--- src/mlcd_pkg.sv ---
// ----------------------------------------------------------------------------
// mlcd_pkg: shared types and constants of the frame deframer
// Word formats of both channels, register map, sync and CRC-32 constants.
// ----------------------------------------------------------------------------
package mlcd_pkg;

  localparam int unsigned ADDR_W = 3;
  localparam int unsigned DATA_W = 32;

  localparam logic [7:0]  SYNC_FIRST    = 8'h45;
  localparam logic [7:0]  SYNC_SECOND   = 8'h50;
  localparam logic [31:0] CRC_POLY      = 32'hEDB8_8320;
  localparam logic [31:0] CRC_ONES      = 32'hFFFF_FFFF;
  localparam logic [16:0] HEADER_BYTES  = 17'd8;
  localparam logic [16:0] TRAILER_BYTES = 17'd4;

  localparam logic [7:0]  VERSION_RESET = 8'd1;
  localparam logic [15:0] MAX_LEN_RESET = 16'd260;

  typedef enum logic {
    REG_EXPECTED_VERSION = 1'b0,
    REG_MAX_PAYLOAD      = 1'b1
  } reg_idx_e;

  typedef enum logic [1:0] {
    KIND_NONE    = 2'd0,
    KIND_PAYLOAD = 2'd1,
    KIND_END     = 2'd2
  } kind_e;

  typedef enum logic [1:0] {
    STATUS_OK          = 2'd0,
    STATUS_BAD_VERSION = 2'd1,
    STATUS_BAD_CRC     = 2'd2
  } status_e;

  typedef struct packed {
    logic [7:0] rx_byte;
    logic       flush;
  } in_word_t;

  typedef struct packed {
    kind_e       kind;
    logic [7:0]  data_byte;
    logic [15:0] byte_index;
    logic [7:0]  msg_type;
    logic [15:0] seq_number;
    logic [15:0] payload_len;
    status_e     frame_status;
  } out_word_t;

  typedef struct packed {
    logic [7:0]  expected_version;
    logic [15:0] max_payload;
  } cfg_t;

  // Reflected CRC-32, one byte, unrolled over its eight bits.
  function automatic logic [31:0] crc32_byte(input logic [31:0] crc, input logic [7:0] b);
    logic [31:0] c;
    c = crc ^ {24'd0, b};
    for (int k = 0; k < 8; k++) begin
      c = c[0] ? ((c >> 1) ^ CRC_POLY) : (c >> 1);
    end
    return c;
  endfunction

endpackage

--- src/magic_length_crc32_deframer.sv ---
// ----------------------------------------------------------------------------
// magic_length_crc32_deframer: sync-hunting, length-prefixed frame parser
// Finds 0x45 0x50, reads the header, forwards payload and checks CRC-32.
// ----------------------------------------------------------------------------
// Usage:
//   Feed received bytes on the input channel (in_valid_i / in_ready_o),
//   one word per byte; a word with flush set returns the parser to hunting.
//   Every input word yields exactly one output word on out_valid_o /
//   out_ready_i: kind none, a payload byte with its index, or a frame end
//   carrying status (bad version before bad CRC before ok).
//   The byte is captured in the input register, and the parser step
//   (header capture, byte-wide CRC-32, trailer compare) runs between that
//   register and the output register. Throughput is one byte per cycle
//   while the receiver does not stall, with one byte-wide CRC update per byte.
//   When the receiver stalls, the output register holds its word and the
//   input register still accepts one more byte; the parser state advances
//   only when a result moves into the output register.
//   Reset clears both registers, puts the parser in hunt and loads the
//   configuration defaults (version 1, max payload 260).
//   Write configuration only while no byte is in flight.
// ----------------------------------------------------------------------------
module magic_length_crc32_deframer (
  input  logic                        clk_i,
  input  logic                        rst_ni,
  input  logic                        in_valid_i,
  output logic                        in_ready_o,
  input  mlcd_pkg::in_word_t          in_data_i,
  output logic                        out_valid_o,
  input  logic                        out_ready_i,
  output mlcd_pkg::out_word_t         out_data_o,
  input  logic                        psel,
  input  logic                        penable,
  input  logic                        pwrite,
  input  logic [mlcd_pkg::ADDR_W-1:0] paddr,
  input  logic [mlcd_pkg::DATA_W-1:0] pwdata,
  output logic [mlcd_pkg::DATA_W-1:0] prdata,
  output logic                        pready
);
  import mlcd_pkg::*;

  typedef struct packed {
    logic [16:0] pos;
    logic [16:0] total;
    logic [7:0]  version;
    logic [7:0]  msg_type;
    logic [15:0] sequence_nr;
    logic [15:0] length;
    logic [31:0] crc;
    logic [31:0] trailer;
  } parse_state_t;

  localparam parse_state_t PARSE_CLEAR = '{
    pos: '0, total: '0, version: '0, msg_type: '0, sequence_nr: '0,
    length: '0, crc: CRC_ONES, trailer: '0
  };

  cfg_t         cfg;
  logic         s1_valid_q;
  in_word_t     s1_word_q;
  logic         out_valid_q;
  out_word_t    out_word_q;
  out_word_t    result;
  parse_state_t state_q, state_d;
  logic         out_load;
  logic         s1_fire;

  logic [7:0]  b;
  logic [31:0] crc_upd;
  logic [15:0] len_new;
  logic [16:0] pos_inc;

  mlcd_apb_regs u_regs (
    .clk_i   (clk_i),
    .rst_ni  (rst_ni),
    .psel    (psel),
    .penable (penable),
    .pwrite  (pwrite),
    .paddr   (paddr),
    .pwdata  (pwdata),
    .prdata  (prdata),
    .pready  (pready),
    .cfg_o   (cfg)
  );

  // Handshake: output register loads when empty or drained this cycle.
  assign out_load   = !out_valid_q || out_ready_i;
  assign s1_fire    = s1_valid_q && out_load;
  assign in_ready_o = !s1_valid_q || out_load;

  always_ff @(posedge clk_i or negedge rst_ni) begin
    if (!rst_ni) begin
      s1_valid_q <= 1'b0;
    end else if (in_ready_o) begin
      s1_valid_q <= in_valid_i;
    end
  end

  always_ff @(posedge clk_i) begin
    if (in_ready_o && in_valid_i) begin
      s1_word_q <= in_data_i;
    end
  end

  always_ff @(posedge clk_i or negedge rst_ni) begin
    if (!rst_ni) begin
      out_valid_q <= 1'b0;
    end else if (out_load) begin
      out_valid_q <= s1_valid_q;
    end
  end

  always_ff @(posedge clk_i) begin
    if (s1_fire) begin
      out_word_q <= result;
    end
  end

  always_ff @(posedge clk_i or negedge rst_ni) begin
    if (!rst_ni) begin
      state_q <= PARSE_CLEAR;
    end else if (s1_fire) begin
      state_q <= state_d;
    end
  end

  assign b       = s1_word_q.rx_byte;
  assign crc_upd = crc32_byte(state_q.crc, b);
  assign len_new = {b, state_q.length[7:0]};
  assign pos_inc = state_q.pos + 17'd1;

  // One parser step per byte.
  always_comb begin
    state_d = state_q;
    result  = '{kind: KIND_NONE, frame_status: STATUS_OK, default: '0};

    if (s1_word_q.flush) begin
      state_d = PARSE_CLEAR;
    end else if (state_q.pos == 17'd0) begin
      // hunt first sync byte
      if (b == SYNC_FIRST) begin
        state_d.pos = 17'd1;
      end
    end else if (state_q.pos == 17'd1) begin
      // second sync byte; a repeated first sync byte keeps waiting
      if (b == SYNC_SECOND) begin
        state_d.pos     = 17'd2;
        state_d.crc     = CRC_ONES;
        state_d.trailer = '0;
        state_d.total   = '0;
      end else if (b != SYNC_FIRST) begin
        state_d = PARSE_CLEAR;
      end
    end else if (state_q.pos < HEADER_BYTES) begin
      // header bytes: capture field, run CRC
      state_d.crc = crc_upd;
      state_d.pos = pos_inc;
      case (state_q.pos[2:0])
        3'd2:    state_d.version = b;
        3'd3:    state_d.msg_type = b;
        3'd4:    state_d.sequence_nr[7:0] = b;
        3'd5:    state_d.sequence_nr[15:8] = b;
        3'd6:    state_d.length[7:0] = b;
        default: state_d.length[15:8] = b;
      endcase
      if (state_q.pos == HEADER_BYTES - 17'd1) begin
        // drop oversized header silently
        if (len_new > cfg.max_payload) begin
          state_d = PARSE_CLEAR;
        end else begin
          state_d.total = HEADER_BYTES + {1'b0, len_new} + TRAILER_BYTES;
        end
      end
    end else if (state_q.total == 17'd0 || state_q.pos >= state_q.total) begin
      state_d = PARSE_CLEAR;
    end else begin
      if (state_q.pos < HEADER_BYTES + {1'b0, state_q.length}) begin
        state_d.crc         = crc_upd;
        result.kind         = KIND_PAYLOAD;
        result.data_byte    = b;
        result.byte_index   = 16'(state_q.pos - HEADER_BYTES);
        result.msg_type     = state_q.msg_type;
        result.seq_number   = state_q.sequence_nr;
        result.payload_len  = state_q.length;
      end else begin
        // trailer arrives little-endian: shift in from the top
        state_d.trailer = {b, state_q.trailer[31:8]};
      end
      state_d.pos = pos_inc;
      if (pos_inc == state_q.total) begin
        result.kind        = KIND_END;
        result.data_byte   = '0;
        result.byte_index  = '0;
        result.msg_type    = state_q.msg_type;
        result.seq_number  = state_q.sequence_nr;
        result.payload_len = state_q.length;
        if (state_q.version != cfg.expected_version) begin
          result.frame_status = STATUS_BAD_VERSION;
        end else if ((state_d.crc ^ CRC_ONES) != state_d.trailer) begin
          result.frame_status = STATUS_BAD_CRC;
        end else begin
          result.frame_status = STATUS_OK;
        end
        state_d = PARSE_CLEAR;
      end
    end
  end

  assign out_valid_o = out_valid_q;
  assign out_data_o  = out_word_q;

  // Once the length is known, the position stays inside the frame.
  a_pos_in_frame: assert property (@(posedge clk_i) disable iff (!rst_ni)
    state_q.total != 17'd0 |-> state_q.pos < state_q.total)
    else $error("frame position ran past frame length");

  // Hunting always starts with a fresh CRC.
  a_crc_fresh_in_hunt: assert property (@(posedge clk_i) disable iff (!rst_ni)
    state_q.pos == 17'd0 |-> state_q.crc == CRC_ONES)
    else $error("CRC not reset while hunting");

  // Status is only carried by frame-end words.
  a_status_only_at_end: assert property (@(posedge clk_i) disable iff (!rst_ni)
    out_valid_q && out_word_q.kind != KIND_END |-> out_word_q.frame_status == STATUS_OK)
    else $error("status set on a non frame-end word");

  // An empty output register never blocks the input.
  a_no_false_stall: assert property (@(posedge clk_i) disable iff (!rst_ni)
    !out_valid_q |-> in_ready_o)
    else $error("input stalled with empty output register");

endmodule

--- src/mlcd_apb_regs.sv ---
// ----------------------------------------------------------------------------
// mlcd_apb_regs: configuration registers of the frame deframer
// APB-style write and read of expected version and maximum payload length.
// ----------------------------------------------------------------------------
module mlcd_apb_regs (
  input  logic                       clk_i,
  input  logic                       rst_ni,
  input  logic                       psel,
  input  logic                       penable,
  input  logic                       pwrite,
  input  logic [mlcd_pkg::ADDR_W-1:0] paddr,
  input  logic [mlcd_pkg::DATA_W-1:0] pwdata,
  output logic [mlcd_pkg::DATA_W-1:0] prdata,
  output logic                       pready,
  output mlcd_pkg::cfg_t             cfg_o
);
  import mlcd_pkg::*;

  cfg_t     cfg_q;
  logic     wr_en;
  reg_idx_e reg_idx;

  assign pready  = 1'b1;
  assign wr_en   = psel & penable & pwrite & pready;
  assign reg_idx = reg_idx_e'(paddr[2]);

  always_ff @(posedge clk_i or negedge rst_ni) begin
    if (!rst_ni) begin
      cfg_q.expected_version <= VERSION_RESET;
      cfg_q.max_payload      <= MAX_LEN_RESET;
    end else if (wr_en) begin
      unique case (reg_idx)
        REG_EXPECTED_VERSION: cfg_q.expected_version <= pwdata[7:0];
        REG_MAX_PAYLOAD:      cfg_q.max_payload      <= pwdata[15:0];
        default: ;
      endcase
    end
  end

  always_comb begin
    unique case (reg_idx)
      REG_EXPECTED_VERSION: prdata = {24'd0, cfg_q.expected_version};
      REG_MAX_PAYLOAD:      prdata = {16'd0, cfg_q.max_payload};
      default:              prdata = '0;
    endcase
  end

  assign cfg_o = cfg_q;

endmodule
--- config.mk ---
export PLATFORM = sky130hd
export DESIGN_NAME = magic_length_crc32_deframer
export DESIGN_NICKNAME = d
export VERILOG_FILES = /design/src/mlcd_pkg.sv /design/src/magic_length_crc32_deframer.sv /design/src/mlcd_apb_regs.sv
export SDC_FILE = /design/constraint.sdc
export NUM_CORES = 1
export LEC_CHECK = 0
export ABC_AREA = 1
export BUFFER_PORTS_ARGS = -buffer_cell sky130_fd_sc_hd__buf_2
export CAP_MARGIN = 5
export CELL_PAD_IN_SITES_DETAIL_PLACEMENT = 1
export CELL_PAD_IN_SITES_GLOBAL_PLACEMENT = 1
export CORE_MARGIN = 2
export CORE_UTILIZATION = 48
export CTS_BUF_LIST = sky130_fd_sc_hd__clkbuf_4
export DETAILED_ROUTE_END_ITERATION = 10
export PLACE_DENSITY_LB_ADDON = 0.1
export SLEW_MARGIN = 15
export SYNTH_ARGS = -nofsm -noshare
export SYNTH_HDL_FRONTEND = slang
export SYNTH_SLANG_ARGS = --single-unit
--- constraint.sdc ---
create_clock -name clk_i -period 11.1 [get_ports clk_i]
set_input_delay 1.11 -clock clk_i [delete_from_list [all_inputs] [get_ports clk_i]]
set_output_delay 1.11 -clock clk_i [all_outputs]
set_load 0.05 [all_outputs]
### Word-level counts from Yosys, hierarchy flattened

Cells that the tools add are included.
W data, S select, Z words.

| cells by class | value |
|---|---|
| add/sub/neg operators | 5 |
| $lt $le $gt $ge | 4 |
| eq/ne operators | 21 |
| muxes and demuxes | 47 |
| bitwise gates (word level) | 15 |
| reduce and logical (&&, ||, !) cells | 23 |

Operators by type and width:

| cell | count |
|---|---|
| $mux W146 | 7 |
| $mux W32 | 20 |
| $mux W129 | 1 |
| $mux W112 | 1 |
| $not A13 Y14 | 8 |
| $mux W17 | 4 |
| $mux W68 | 1 |
| $mux W65 | 1 |
| $mux W64 | 1 |
| $pmux W32 S2 | 1 |
| $mux W48 | 1 |
| $mux W8 | 6 |
| $add A4 B16 Y17 const A | 2 |
| $logic_not A17 Y1 | 2 |
| $mux W34 | 1 |
| $ne A32 B32 Y1 | 1 |
| $not A32 Y32 | 1 |
| $xor A32 B8 Y32 | 1 |
| $add A17 B1 Y17 const B | 1 |
| $add A17 B3 Y17 const B | 1 |
| $eq A17 B1 Y1 const B | 1 |
| $eq A17 B17 Y1 | 1 |
| $eq A17 B3 Y1 const B | 1 |
| $ge A17 B17 Y1 | 1 |
| other kinds (28) | 49 |

| storage, ports and cells | value |
|---|---|
| register bits after elaboration | 249 |
| bits of input ports | 51 |
| output and inout bits | 103 |
| word-level logic and storage cells | 138 |

### Logic depth before layout (Yosys ltp)

Gate-level depths: netlist of the first run.

| logic depth | value |
|---|---|
| depth after elaboration | 29 |
| depth in mapped cells | 27 |
| mapped depth without buffers | 26 |

### Modules after synthesis

A second synthesis of the first run with hierarchy kept.

| unflattened totals | value |
|---|---|
| cells, all modules | 2482 |
| area, all modules | 17346.6 um^2 |

Modules (own cells, without submodules):

| module | times used | cells an instance | area an instance (um^2) | seq. area each (um^2) |
|---|---|---|---|---|
| magic_length_crc32_deframer | 1 | 2313 | 16071.7 | 6055.8 |
| mlcd_apb_regs | 1 | 169 | 1275.0 | 604.3 |

### Worst setup path after synthesis of the first run

Ideal clock, no wire load.

| timing path | value |
|---|---|
| path type | input-to-reg |
| from | input port out_ready_i |
| to | register state_q[19] (netlist bit) |
| library setup time | 0.082 ns |
| data arrival time | 4.010 ns |
| data required time | 11.018 ns |
| path slack | 7.008 ns |
| stages | 11 |
| path buffers | 1 |
| path through | inv_1 nand2_1 nand2_1 inv_1 nand3_1 a21oi_4 nand2_2 inv_2 buf_4 nand2_1 o22ai_1 |

| between the ends | value |
|---|---|
| word-level cells in the longest chain between the ends | 3 |

Ends and longest elaborated chain:

| item | line | text |
|---|---|---|
| start: declaration | magic_length_crc32_deframer.sv:29 | `input logic out_ready_i,` |
| $logic_or A1 B1 Y1 | magic_length_crc32_deframer.sv:86 | `assign out_load = !out_valid_q \|\| out_ready_i;` |
| $logic_and A1 B1 Y1 | magic_length_crc32_deframer.sv:87 | `assign s1_fire = s1_valid_q && out_load;` |
| via s1_fire | magic_length_crc32_deframer.sv:65 | `logic s1_fire;` |
| $reduce_and A5 Y1 (no source line) | n/a |  |
| end signal: assignment | magic_length_crc32_deframer.sv:122 | `state_q <= state_d;` |
| end: declaration | magic_length_crc32_deframer.sv:63 | `parse_state_t state_q, state_d;` |

The timed path passes the listed nets, and every way through them passes these cells.
A chain may end at the register's enable or synchronous reset.

### Final worst setup path of the first run

| timing path | value |
|---|---|
| from | register state_q, in the netlist len_new[4] |
| to | register out_word_q, in the netlist out_data_o[1], data pin |

| between the ends | value |
|---|---|
| word-level cells in the longest chain between the ends | 11 |
| elaborated cells between the ends (all ways) | 17 |
| classes of those cells | 1 x add/sub; 1 x order compare; 1 x eq/ne; 13 x mux; 1 x bitwise |

Ends and longest elaborated chain:

| item | line | text |
|---|---|---|
| $add A4 B16 Y17 (*) | magic_length_crc32_deframer.sv:176 | `if (state_q.pos < HEADER_BYTES + {1'b0, state_q.length}) begin` |
| $lt A17 B17 Y1 (*) | magic_length_crc32_deframer.sv:176 |  |
| $mux W32 | magic_length_crc32_deframer.sv:176 |  |
| $mux W32 | magic_length_crc32_deframer.sv:173 | `end else if (state_q.total == 17'd0 \|\| state_q.pos >= state_q.total) begin` |
| $mux W32 | magic_length_crc32_deframer.sv:153 | `end else if (state_q.pos < HEADER_BYTES) begin` |
| $mux W32 | magic_length_crc32_deframer.sv:143 | `end else if (state_q.pos == 17'd1) begin` |
| $mux W32 | magic_length_crc32_deframer.sv:138 | `end else if (state_q.pos == 17'd0) begin` |
| $mux W32 | magic_length_crc32_deframer.sv:136 | `if (s1_word_q.flush) begin` |
| $not A32 Y32 (no source line) | n/a |  |
| $ne A32 B32 Y1 (*) | magic_length_crc32_deframer.sv:198 | `end else if ((state_d.crc ^ CRC_ONES) != state_d.trailer) begin` |
| $mux W2 (*) | magic_length_crc32_deframer.sv:198 |  |
| end signal: assignment | magic_length_crc32_deframer.sv:114 | `out_word_q <= result;` |
| end: declaration | magic_length_crc32_deframer.sv:61 | `out_word_t out_word_q;` |

Every way passes the cells marked *; elsewhere a longest branch is shown, timed or not. The select of a mux whose other input is x is not followed.

==> flow_summary_export.csv, run 1 <==
group,metric,value,unit
outcome,status,"complete, no violations",
clock_network,cts_tree,"built",
setup_path,crit_slowest_cell,"dfrtp_1",
clock_network,cts-buffers-inserted,75,
logic_synthesis,yosysSeqAreaShare,0.380,
die,die_h,195,µm
setup_path,critPathBufInv,3,
hold_path,hold_class,"in -> async",
clock_network,worstSkewPairLatency,800,ps
drt,wire_per_inst,20.2,µm
setup_path,end_kind,"flop",
setup_path,max_stage_delay,660,ps
clock_network,cts.sinks,249,
logic_synthesis,syn_area,17500,µm²
cells_and_area,area_growth,10.1,%
logic_synthesis,synthFlopType,"dfrtp_1",
logic_synthesis,synth_cell_types,46,
placement,globalplace.congestion,0.919,
logic_synthesis,yosysWarnings,0,
clock_network,ctsResizeCount,0,
drt,drtIter0Drc,821,
setup_path,cp_data_required_time,11600,ps
cells_and_area,layout-drive-gt1-share,0.121,
sta,setup_viol_count_final,0,
placement,hpwl,43.8,mm
die,initial_utilization,0.484,
drt,drcViolationCount,0,
cells_and_area,fin_area,19300,µm²
run,maxCapViolCount,0,
logic_synthesis,ys_ff_latch,249,
grt,grt_max_degree,78,
placement,dpl-instance-area,18300,µm²
die,rows,70,
sta,finalCritPeriodShare,0.545,
die,dieWidth,195,µm
pwr,ir_worst_vdd,131,µV
logic_synthesis,synth_cells,2512,
grt,grt_use_total,0.337,
sta,fmax,165,MHz
clock_network,root_buffer,"clkbuf_4",
clock_network,cts_setup_buffers,0,
grt,grt.overflow.total,0,
sta,drv_slew,0,
clock_network,cts_max_level,3,
logic_synthesis,synthArstFlopShare,0.691,
die,io_pins,154,
clock_network,clkSlewWorstSetupHoldPaths,70,ps
setup_path,crit_family,"simple AND/OR/NAND/NOR gates",
drt,ant_nets,0,
sta,skew,70.1,ps
logic_synthesis,synth_edf_count,77,
grt,antenna_found_initial,2,
die,die_area,38100,µm²
setup_path,critPathLaunchType,"flop",
placement,dp.cells,3000,
setup_path,critPathMostFrequentCell,"nor2_1",
clock_network,ctsHoldBuffers,0,
grt,grt_pass1_wl,101,mm
drt,vias,17823,
setup_path,reg2reg_slack,5050,ps
placement,portBuffers,118,
cells_and_area,layout.nets,2720,
die,core_area,36300,µm²
sta,layout_min_cycle_time,6050,ps
sta,setup-tns-final,0,ps
sta,max_slew_margin,0.244,
pwr,p_leak,9.83,nW
setup_path,crit_fanout,77,
setup_path,worstSetupPathType,"reg -> reg",
grt,first_global_vias,18786,
drt,drtPass1Iterations,5,
drt,routed_via_density,5.68,
drt,routed_wl,63.5,mm
clock_network,cts.path.max_buffers,3,
sta,final_hold_viol_count,0,
sta,rsz0062_at_grt,"false",
cells_and_area,finalNonFillerCells,3140,
sta,worst_pin_slew,1130,ps
logic_synthesis,syn_area_per_cell,6.98,µm²
setup_path,crit_arrival,6550,ps
pwr,p_per_area,213,nW/µm²
## kinds of logic after synthesis
logic type,share of synthesized area
and+or+nand+nor,0.369
AOI/OAI and AO/OA,0.0719
buffers and inverters,0.0937
other,0.000428
DFF,0.380
muxes,0.0137
adders and majority gates,0.0428
xor gates and xnor gates,0.0290
## stage by stage
step | util | setup WS [ps] | total power, mW | hold WS [ps]
final | 0.532 | 5050 | 4.11 | 247
after global routing | 0.532 | 4520 | 4.40 | 258
after CTS | 0.532 | 5060 | 4.11 | 223
after detailed placement | 0.504 | 5150 | 3.10 | 466
after global placement | 0.504 | 5310 | 3.01 | 459
after floorplan | - | 7010 | 2.59 | 442
## final cells by class
cell class | count | area [µm²]
tap | 468 | 586
timing repair buffer | 143 | 785
clock buffer | 120 | 901
antenna | 2 | 5.00
multi-input combinational | 1892 | 9310
fill | 4883 | 17000
inverter | 248 | 931
sequential | 249 | 6660
clock inverter | 18 | 124
## power breakdown
group | internal, mW | switching (mW)
Clock | 0.535 | 0.448
Sequential | 1.12 | 0.121
Combinational | 0.536 | 1.35
## cells in the mapped netlist (7+ instances only)
| cell type | number | area [µm²] |
|---|---|---|
| edfxtp_1 | 77 | 2310 |
| dfrtp_1 | 137 | 3430 |
| o21ai_0 | 92 | 460 |
| dfstp_2 | 35 | 920 |
| mux2i_1 | 24 | 240 |
| nor4_1 | 7 | 43.8 |
| buf_4 | 30 | 225 |
| xnor2_1 | 11 | 96.3 |
| a21oi_1 | 74 | 370 |
| o22ai_1 | 42 | 263 |
| nor2_1 | 248 | 931 |
| xor2_1 | 47 | 412 |
| buf_2 | 41 | 205 |
| nand4_1 | 66 | 413 |
| clkbuf_1 | 57 | 214 |
| nand3_1 | 141 | 706 |
| ha_1 | 60 | 751 |
| nand2_1 | 879 | 3300 |
| nand3b_1 | 81 | 608 |
| nor3_1 | 59 | 295 |
| inv_1 | 240 | 901 |
## placed cells by master (no fill, tap or decap), types with 11 or more instances in the layout
master / count
buf_2: 117
nor2_1: 248
dfstp_2: 35
clkinv_1: 19
nand3b_1: 81
edfxtp_1: 77
o22ai_1: 42
conb_1: 17
dfrtp_1: 137
nand3_1: 140
nand2_1: 879
clkbuf_4: 120
xnor2_1: 11
mux2i_1: 24
inv_1: 238
buf_4: 25
ha_1: 60
nor3_1: 59
o21ai_0: 92
nand4_1: 66
a21oi_1: 73
xor2_1: 47
## sequential cells by signal, indices dropped and copies added (netlist names)
register	count
state_q	138
out_data_o	68
u_regs.cfg_o	24
b	8
len_new	8
out_valid_o	1
s1_valid_q	1
s1_word_q	1
## per-layer routing
metal	global-route usage	share of wire	wire length [µm]
met3	0.0565	0.055	3520
met5	0	0	0
met4	0.173	0.050	3160
met1	0.402	0.41	26000
met2	0.585	0.49	30900
## final timing paths
kind                                     startpoint  depth (start not counted)                     endpoint
max reg2reg                  len_new[4]$_DFFE_PN0P_                         26  out_data_o[1]$_SDFFCE_PP0P_
min in group clk_i         state_q[113]$_DFFE_PN0P_                          2     state_q[113]$_DFFE_PN0P_
max                          len_new[4]$_DFFE_PN0P_                         26  out_data_o[1]$_SDFFCE_PP0P_
max in group asynchronous                    rst_ni                          3      state_q[95]$_DFFE_PN0P_
min reg2reg                state_q[113]$_DFFE_PN0P_                          2     state_q[113]$_DFFE_PN0P_
min                                          rst_ni                          1       state_q[6]$_DFFE_PN0P_
(Power assumes the default switching activity.)
==> run 2, diff against run 1 <==
ABC_AREA = 0   (was 1)
CORE_UTILIZATION = 44   (was 48)
clock period = 5.2 ns   (was 11.1 ns; I/O delays follow)
==> flow_summary_export.csv, run 2 <==
group,metric,value,unit
cells_and_area,layout.nets,1559,
logic_synthesis,synth_cells,1287,
logic_synthesis,yosys.area.top_type,"dfrtp_1",
setup_path,timing.rr.end,"out_data_o[18]$_SDFFCE_PP0P_",
sta,max_slew_margin,0.216,
die,core_area,32400,µm²
outcome,status,"complete, no violations",
sta,drv_slew,0,
sta,final_hold_viol_count,0,
sta,finalCritPeriodShare,0.900,
sta,setup-tns-final,0,ps
die,dieWidth,185,µm
logic_synthesis,synthFlopType,"dfrtp_1",
clock_network,cts-buffers-inserted,71,
drt,vias,10892,
logic_synthesis,syn_area,14400,µm²
drt,met1_length,19.6,mm
sta,setup_viol_count_final,0,
setup_path,worst_r2r_startpoint,"len_new[6]$_DFFE_PN0P_",
sta,finalWorstSetupSlack,520,ps
clock_network,cts.sinks,249,
drt,dr_wl_met3,2.37,mm
grt,antenna_found_initial,4,
cells_and_area,final_cell_mix,"dfrtp_1, xnor2_1, clkbuf_4, buf_2, a22o_1",
setup_path,critPathLaunchType,"flop",
clock_network,cts.path.max_buffers,3,
drt,met2_wirelength,20.4,mm
hold_path,min_to,"u_regs.cfg_o[13]$_DFFE_PN0P_",
setup_path,crit_fanout,33,
sta,fmax,214,MHz
cells_and_area,area_growth,14.4,%
drt,routed_via_density,5.59,
placement,globalplace.congestion,0.874,
sta,layout_min_cycle_time,4680,ps
clock_network,root_buffer,"clkbuf_4",
logic_synthesis,synthArstFlopShare,0.691,
placement,dpl-instance-area,15300,µm²
cells_and_area,mostFrequentLayoutCell,"dfrtp_1",
placement,portBuffers,118,
grt,grt_max_degree,89,
die,rows,66,
setup_path,cp_data_required_time,5730,ps
clock_network,cts_max_level,3,
pwr,p_leak,7.12,nW
grt,grt.overflow.total,0,
die,die_h,185,µm
drt,drtIter0Drc,601,
hold_path,hold_class,"in -> reg",
drt,top_layer,"met5",
logic_synthesis,synth_cell_types,70,
sta,worst_pin_slew,1160,ps
grt,grt_pass1_wl,67.2,mm
die,initial_utilization,0.443,
cells_and_area,layout-drive-gt1-share,0.246,
cells_and_area,largest_reg_flops,138,
grt,grt_use_total,0.259,
logic_synthesis,yosysSeqAreaShare,0.464,
logic_synthesis,ys_ff_latch,249,
grt,first_global_vias,11495,
clock_network,worstSkewPairLatency,700,ps
pwr,totalPowerFinal,7.49,mW
logic_synthesis,yosysWarnings,0,
sta,rsz0062_at_grt,"false",
clock_network,clkSlewWorstSetupHoldPaths,70,ps
placement,dp.cells,1806,
logic_synthesis,synth.most_common_cell,"dfrtp_1",
cells_and_area,fin_area,16400,µm²
logic_synthesis,synth.top_cell.area_share,0.239,
setup_path,crit_arrival,5210,ps
logic_synthesis,synth.area.top_cells,"dfrtp_1, edfxtp_1, xnor2_1",
setup_path,reg2reg_depth,15,
drt,drtPass1Iterations,5,
logic_synthesis,synth_edf_count,77,
cells_and_area,regMostFlops,"state_q",
placement,hpwl,30.4,mm
setup_path,end_kind,"flop",
pwr,ir_worst_vdd,261,µV
sta,skew,39.0,ps
drt,routed_wl,42.9,mm
clock_network,cts_tree,"built",
hold_path,hold_path_depth,2,
clock_network,ctsResizeCount,0,
drt,ant_nets,0,
drt,drcViolationCount,0,
die,io_pins,154,
cells_and_area,finalNonFillerCells,1947,
pwr,p_per_area,456,nW/µm²
logic_synthesis,syn_area_per_cell,11.2,µm²
setup_path,worstSetupPathType,"reg -> reg",
run,maxCapViolCount,0,
die,die_area,34100,µm²
setup_path,reg2reg_slack,520,ps
placement,dp_slack,618,ps
drt,wire_per_inst,22.0,µm
hold_path,hp-start,"pwdata[13]",
logic_synthesis,synth_commonest_cells,"dfrtp_1, xnor2_1, a22o_1, edfxtp_1, and2_1",
-- run 2: cell types whose count changed after synthesis, sizes merged, moves of 80 or more --
cell / previous run / this run
a22o: 0 / 80
nand2: 885 / 42
xnor2: 11 / 137
nor2: 251 / 49
inv: 243 / 50
nand3: 144 / 22
-- run 2: area by class of cell --
cell class / instances / area, µm²
inverters: 50 / 188
fillers: 3540 / 15900
diodes: 2 / 5.00
well taps: 442 / 553
repair buffers: 157 / 917
clock inverters: 11 / 80.1
clock buffers: 117 / 878
flip-flops and latches: 249 / 6660
multi-input cells: 919 / 7140
-- run 2: worst max-delay path by stage --
stage	from	endpoint	slack (ps)	depth (start not counted)
2_1_floorplan	out_valid_o$_DFFE_PN0P_	state_q[123]$_DFFE_PN0P_	630	11
3_3_place_gp	len_new[6]$_DFFE_PN0P_	out_data_o[12]$_SDFFCE_PP0P_	750	14
3_5_place_dp	len_new[6]$_DFFE_PN0P_	out_data_o[18]$_SDFFCE_PP0P_	620	15
4_1_cts	len_new[6]$_DFFE_PN0P_	out_data_o[18]$_SDFFCE_PP0P_	580	15
5_1_grt	len_new[6]$_DFFE_PN0P_	out_data_o[20]$_SDFFCE_PP0P_	240	15
6_report	len_new[6]$_DFFE_PN0P_	out_data_o[18]$_SDFFCE_PP0P_	520	15
-- run 2: per-layer routing --
layer	vias up	global-route usage
li1	5045	-
met1	5479	0.350
met3	47	0.0545
met4	2	0.0625
met2	319	0.425
met5	-	0
-- run 2: through the flow --
stage,util,hold WS [ps]
after global placement,0.474,473
final,0.507,63.7
after floorplan,-,224
after detailed placement,0.474,483
after global routing,0.507,10.7
after CTS,0.507,6.56
-- run 2: timing repair --
action | 4_1_cts | 5_1_grt
buffers inserted | 0 | 0
hold buffers | 11 | 0
hold endpoints to repair | 82 | 0
-- run 2: logic make-up after synthesis --
| group | Yosys count | share of synthesized area |
|---|---|---|
| flops | 249 | 0.464 |
| fa+ha+maj | 60 | 0.0523 |
| other cells | 2 | 0.000523 |
| compound gates | 290 | 0.153 |
| buf+inv | 134 | 0.0434 |
| xor+xnor | 202 | 0.134 |
| simple gates | 315 | 0.126 |
| mux | 35 | 0.0272 |
-- run 2: critical path: stages, from the launching register on --
cell     delay (ps)
dfrtp_1         610
and3_1          440
and2_1          290
and3_1          290
nand2_1          90
xor2_1          150
ha_1            290
a21o_1          160
a21o_1          160
a21oi_1         230
nand2_1          80
a21oi_1         160
o21ai_0         440
a21oi_2         550
buf_4           370
and2_1          200
-- run 2: where the power goes --
part / switching [mW] / leakage [nW] / internal (mW)
logic: 1.80 / 3.56 / 1.20
registers: 0.249 / 2.99 / 2.31
clock network: 0.862 / 0.566 / 1.06
==> run 3, diff against run 2 <==
CORE_UTILIZATION = 49   (was 44)
clock period = 5.18 ns   (was 5.2 ns; I/O delays follow)
==> flow_summary_export.csv, run 3 (synthesized netlist as in run 2, its figures left out) <==
group,metric,value,unit
setup_path,worstPathCellList,"and3_1, and2_1, and3_1, nand2_1, xor2_1, ha_1, a21o_1, a21o_1, a21oi_1, nand2_1, a21oi_1, o21ai_0, buf_4, or3_1, buf_4, a21oi_1",
sta,setup-tns-final,0,ps
setup_path,crit_fanout,16,
pwr,p_switching,2.96,mW
setup_path,end_kind,"flop",
die,die_area,30700,µm²
clock_network,cts_setup_buffers,0,
drt,drcViolationCount,0,
clock_network,cts-buffers-inserted,69,
drt,drtPass1Iterations,5,
clock_network,worstSkewPairLatency,700,ps
die,die_h,175,µm
outcome,status,"complete, no violations",
sta,skew,64.7,ps
placement,dp.cells,1744,
hold_path,hp-start,"in_data_i[4]",
hold_path,hold_path_depth,1,
sta,setup_viol_count_final,0,
setup_path,crit_slowest_cell,"dfrtp_1",
sta,max_slew_margin,0.386,
drt,vias,10938,
setup_path,reg2reg_slack,690,ps
cells_and_area,layout.nets,1549,
cells_and_area,mostFrequentLayoutCell,"dfrtp_1",
sta,layout_min_cycle_time,4490,ps
grt,antenna_found_initial,2,
run,maxCapViolCount,0,
pwr,p_sw_frac,0.392,
clock_network,ctsResizeCount,0,
sta,worst_pin_slew,919,ps
die,initial_utilization,0.499,
drt,wire_per_inst,22.2,µm
setup_path,timing.rr.end,"out_data_o[47]$_SDFFCE_PP0P_",
drt,routed_via_density,5.82,
setup_path,reg2reg_depth,16,
cells_and_area,area_growth,13.6,%
cells_and_area,multiInputGateArea,7140,µm²
sta,drv_slew,0,
grt,first_global_vias,11476,
drt,ant_nets,0,
cells_and_area,final_cell_mix,"dfrtp_1, xnor2_1, buf_2",
drt,routed_wl,41.7,mm
clock_network,cts_max_level,3,
die,rows,62,
setup_path,critPathMostFrequentCell,"a21oi_1",
clock_network,cts.sinks,249,
setup_path,worstSetupPathType,"reg -> reg",
die,dieWidth,175,µm
setup_path,worst_r2r_startpoint,"len_new[6]$_DFFE_PN0P_",
hold_path,min_to,"b[3]$_DFFE_PP_",
clock_network,clkSlewWorstSetupHoldPaths,60,ps
pwr,p_seq_frac,0.340,
drt,drtIter0Drc,644,
pwr,p_int,4.60,mW
clock_network,cts_tree,"built",
pwr,p_leak,7.09,nW
hold_path,hold_class,"in -> reg",
clock_network,root_buffer,"clkbuf_4",
cells_and_area,layout-drive-gt1-share,0.240,
sta,rsz0062_at_grt,"false",
die,io_pins,154,
sta,fmax,223,MHz
cells_and_area,largest_reg_flops,138,
pwr,clkPwrFrac,0.261,
pwr,p_per_area,464,nW/µm²
clock_network,cts.path.max_buffers,3,
sta,final_hold_viol_count,0,
grt,grt.overflow.total,0,
setup_path,crit_arrival,4990,ps
placement,hpwl,29.0,mm
cells_and_area,n_fill_cell,3134,
pwr,ir_worst_vdd,341,µV
pwr,combPwrFrac,0.399,
setup_path,critPathLaunchType,"flop",
cells_and_area,finalNonFillerCells,1880,
cells_and_area,fin_util,0.566,
grt,grt_pass1_wl,65.6,mm
sta,whs,60.2,ps
placement,portBuffers,118,
sta,finalCritPeriodShare,0.866,
cells_and_area,regMostFlops,"state_q",
grt,grt_max_degree,98,
setup_path,max_stage_delay,590,ps
die,core_area,28800,µm²
setup_path,cp_data_required_time,5680,ps
grt,grt_use_total,0.274,
cells_and_area,seqCellArea,6660,µm²
placement,globalplace.congestion,0.869,
-- run 3: worst max-delay path by stage --
stage	slack (ps)	startpoint	end	depth (start not counted)
6_report	690	len_new[6]$_DFFE_PN0P_	out_data_o[47]$_SDFFCE_PP0P_	16
5_1_grt	440	len_new[6]$_DFFE_PN0P_	out_data_o[50]$_SDFFCE_PP0P_	16
4_1_cts	760	len_new[6]$_DFFE_PN0P_	out_data_o[50]$_SDFFCE_PP0P_	16
3_5_place_dp	790	len_new[6]$_DFFE_PN0P_	out_data_o[56]$_SDFFCE_PP0P_	16
3_3_place_gp	960	len_new[6]$_DFFE_PN0P_	out_data_o[47]$_SDFFCE_PP0P_	16
2_1_floorplan	610	out_valid_o$_DFFE_PN0P_	state_q[123]$_DFFE_PN0P_	11
-- run 3: repair_timing --
action                     in CTS  in global routing
setup endpoints to repair       0                  0
hold endpoints to repair       59                  6
hold buffers                    1                  6
-- run 3: cell type report --
type                    instances  area share
flip-flops and latches        249       0.409
clock inverters                22      0.0106
multi-input cells             919       0.438
repair buffers                149      0.0527
clock buffers                 106      0.0488
well taps                     384      0.0295
diodes                          1    0.000154
inverters                      50      0.0115
-- run 3: worst max-delay path: cells and delay by family (launching register included) --
kind / cells / cell delay (ps)
AOI/OAI and AO/OA: 6 / 1210
xor gates and xnor gates: 1 / 170
adders and majority gates: 1 / 300
buffers and inverters: 2 / 530
DFF: 1 / 590
and+or+nand+nor: 6 / 1540
-- run 3: power by group through the flow --
stage	registers (mW)	logic [mW]	clock network [mW]
after floorplan	2.64	2.20	0
after global placement	2.59	2.91	0
after detailed placement	2.60	2.98	0
after CTS	2.57	3.00	2.04
after global routing	2.60	3.27	2.14
final	2.57	3.02	1.98
-- run 3: metal layers --
metal / share of wire / global-route usage
met2: 0.47 / 0.436
met4: 0.029 / 0.0941
met1: 0.45 / 0.374
met3: 0.054 / 0.0535
met5: 0 / 0
-- run 3: through the flow --
| stage | instance area (µm²) | setup slack [ps] | power (mW) |
|---|---|---|---|
| after floorplan | 14400 | 608 | 4.85 |
| after global placement | 15300 | 963 | 5.50 |
| after detailed placement | 15300 | 793 | 5.58 |
| after CTS | 16200 | 759 | 7.61 |
| after global routing | 16300 | 445 | 8.01 |
| final | 16300 | 693 | 7.57 |
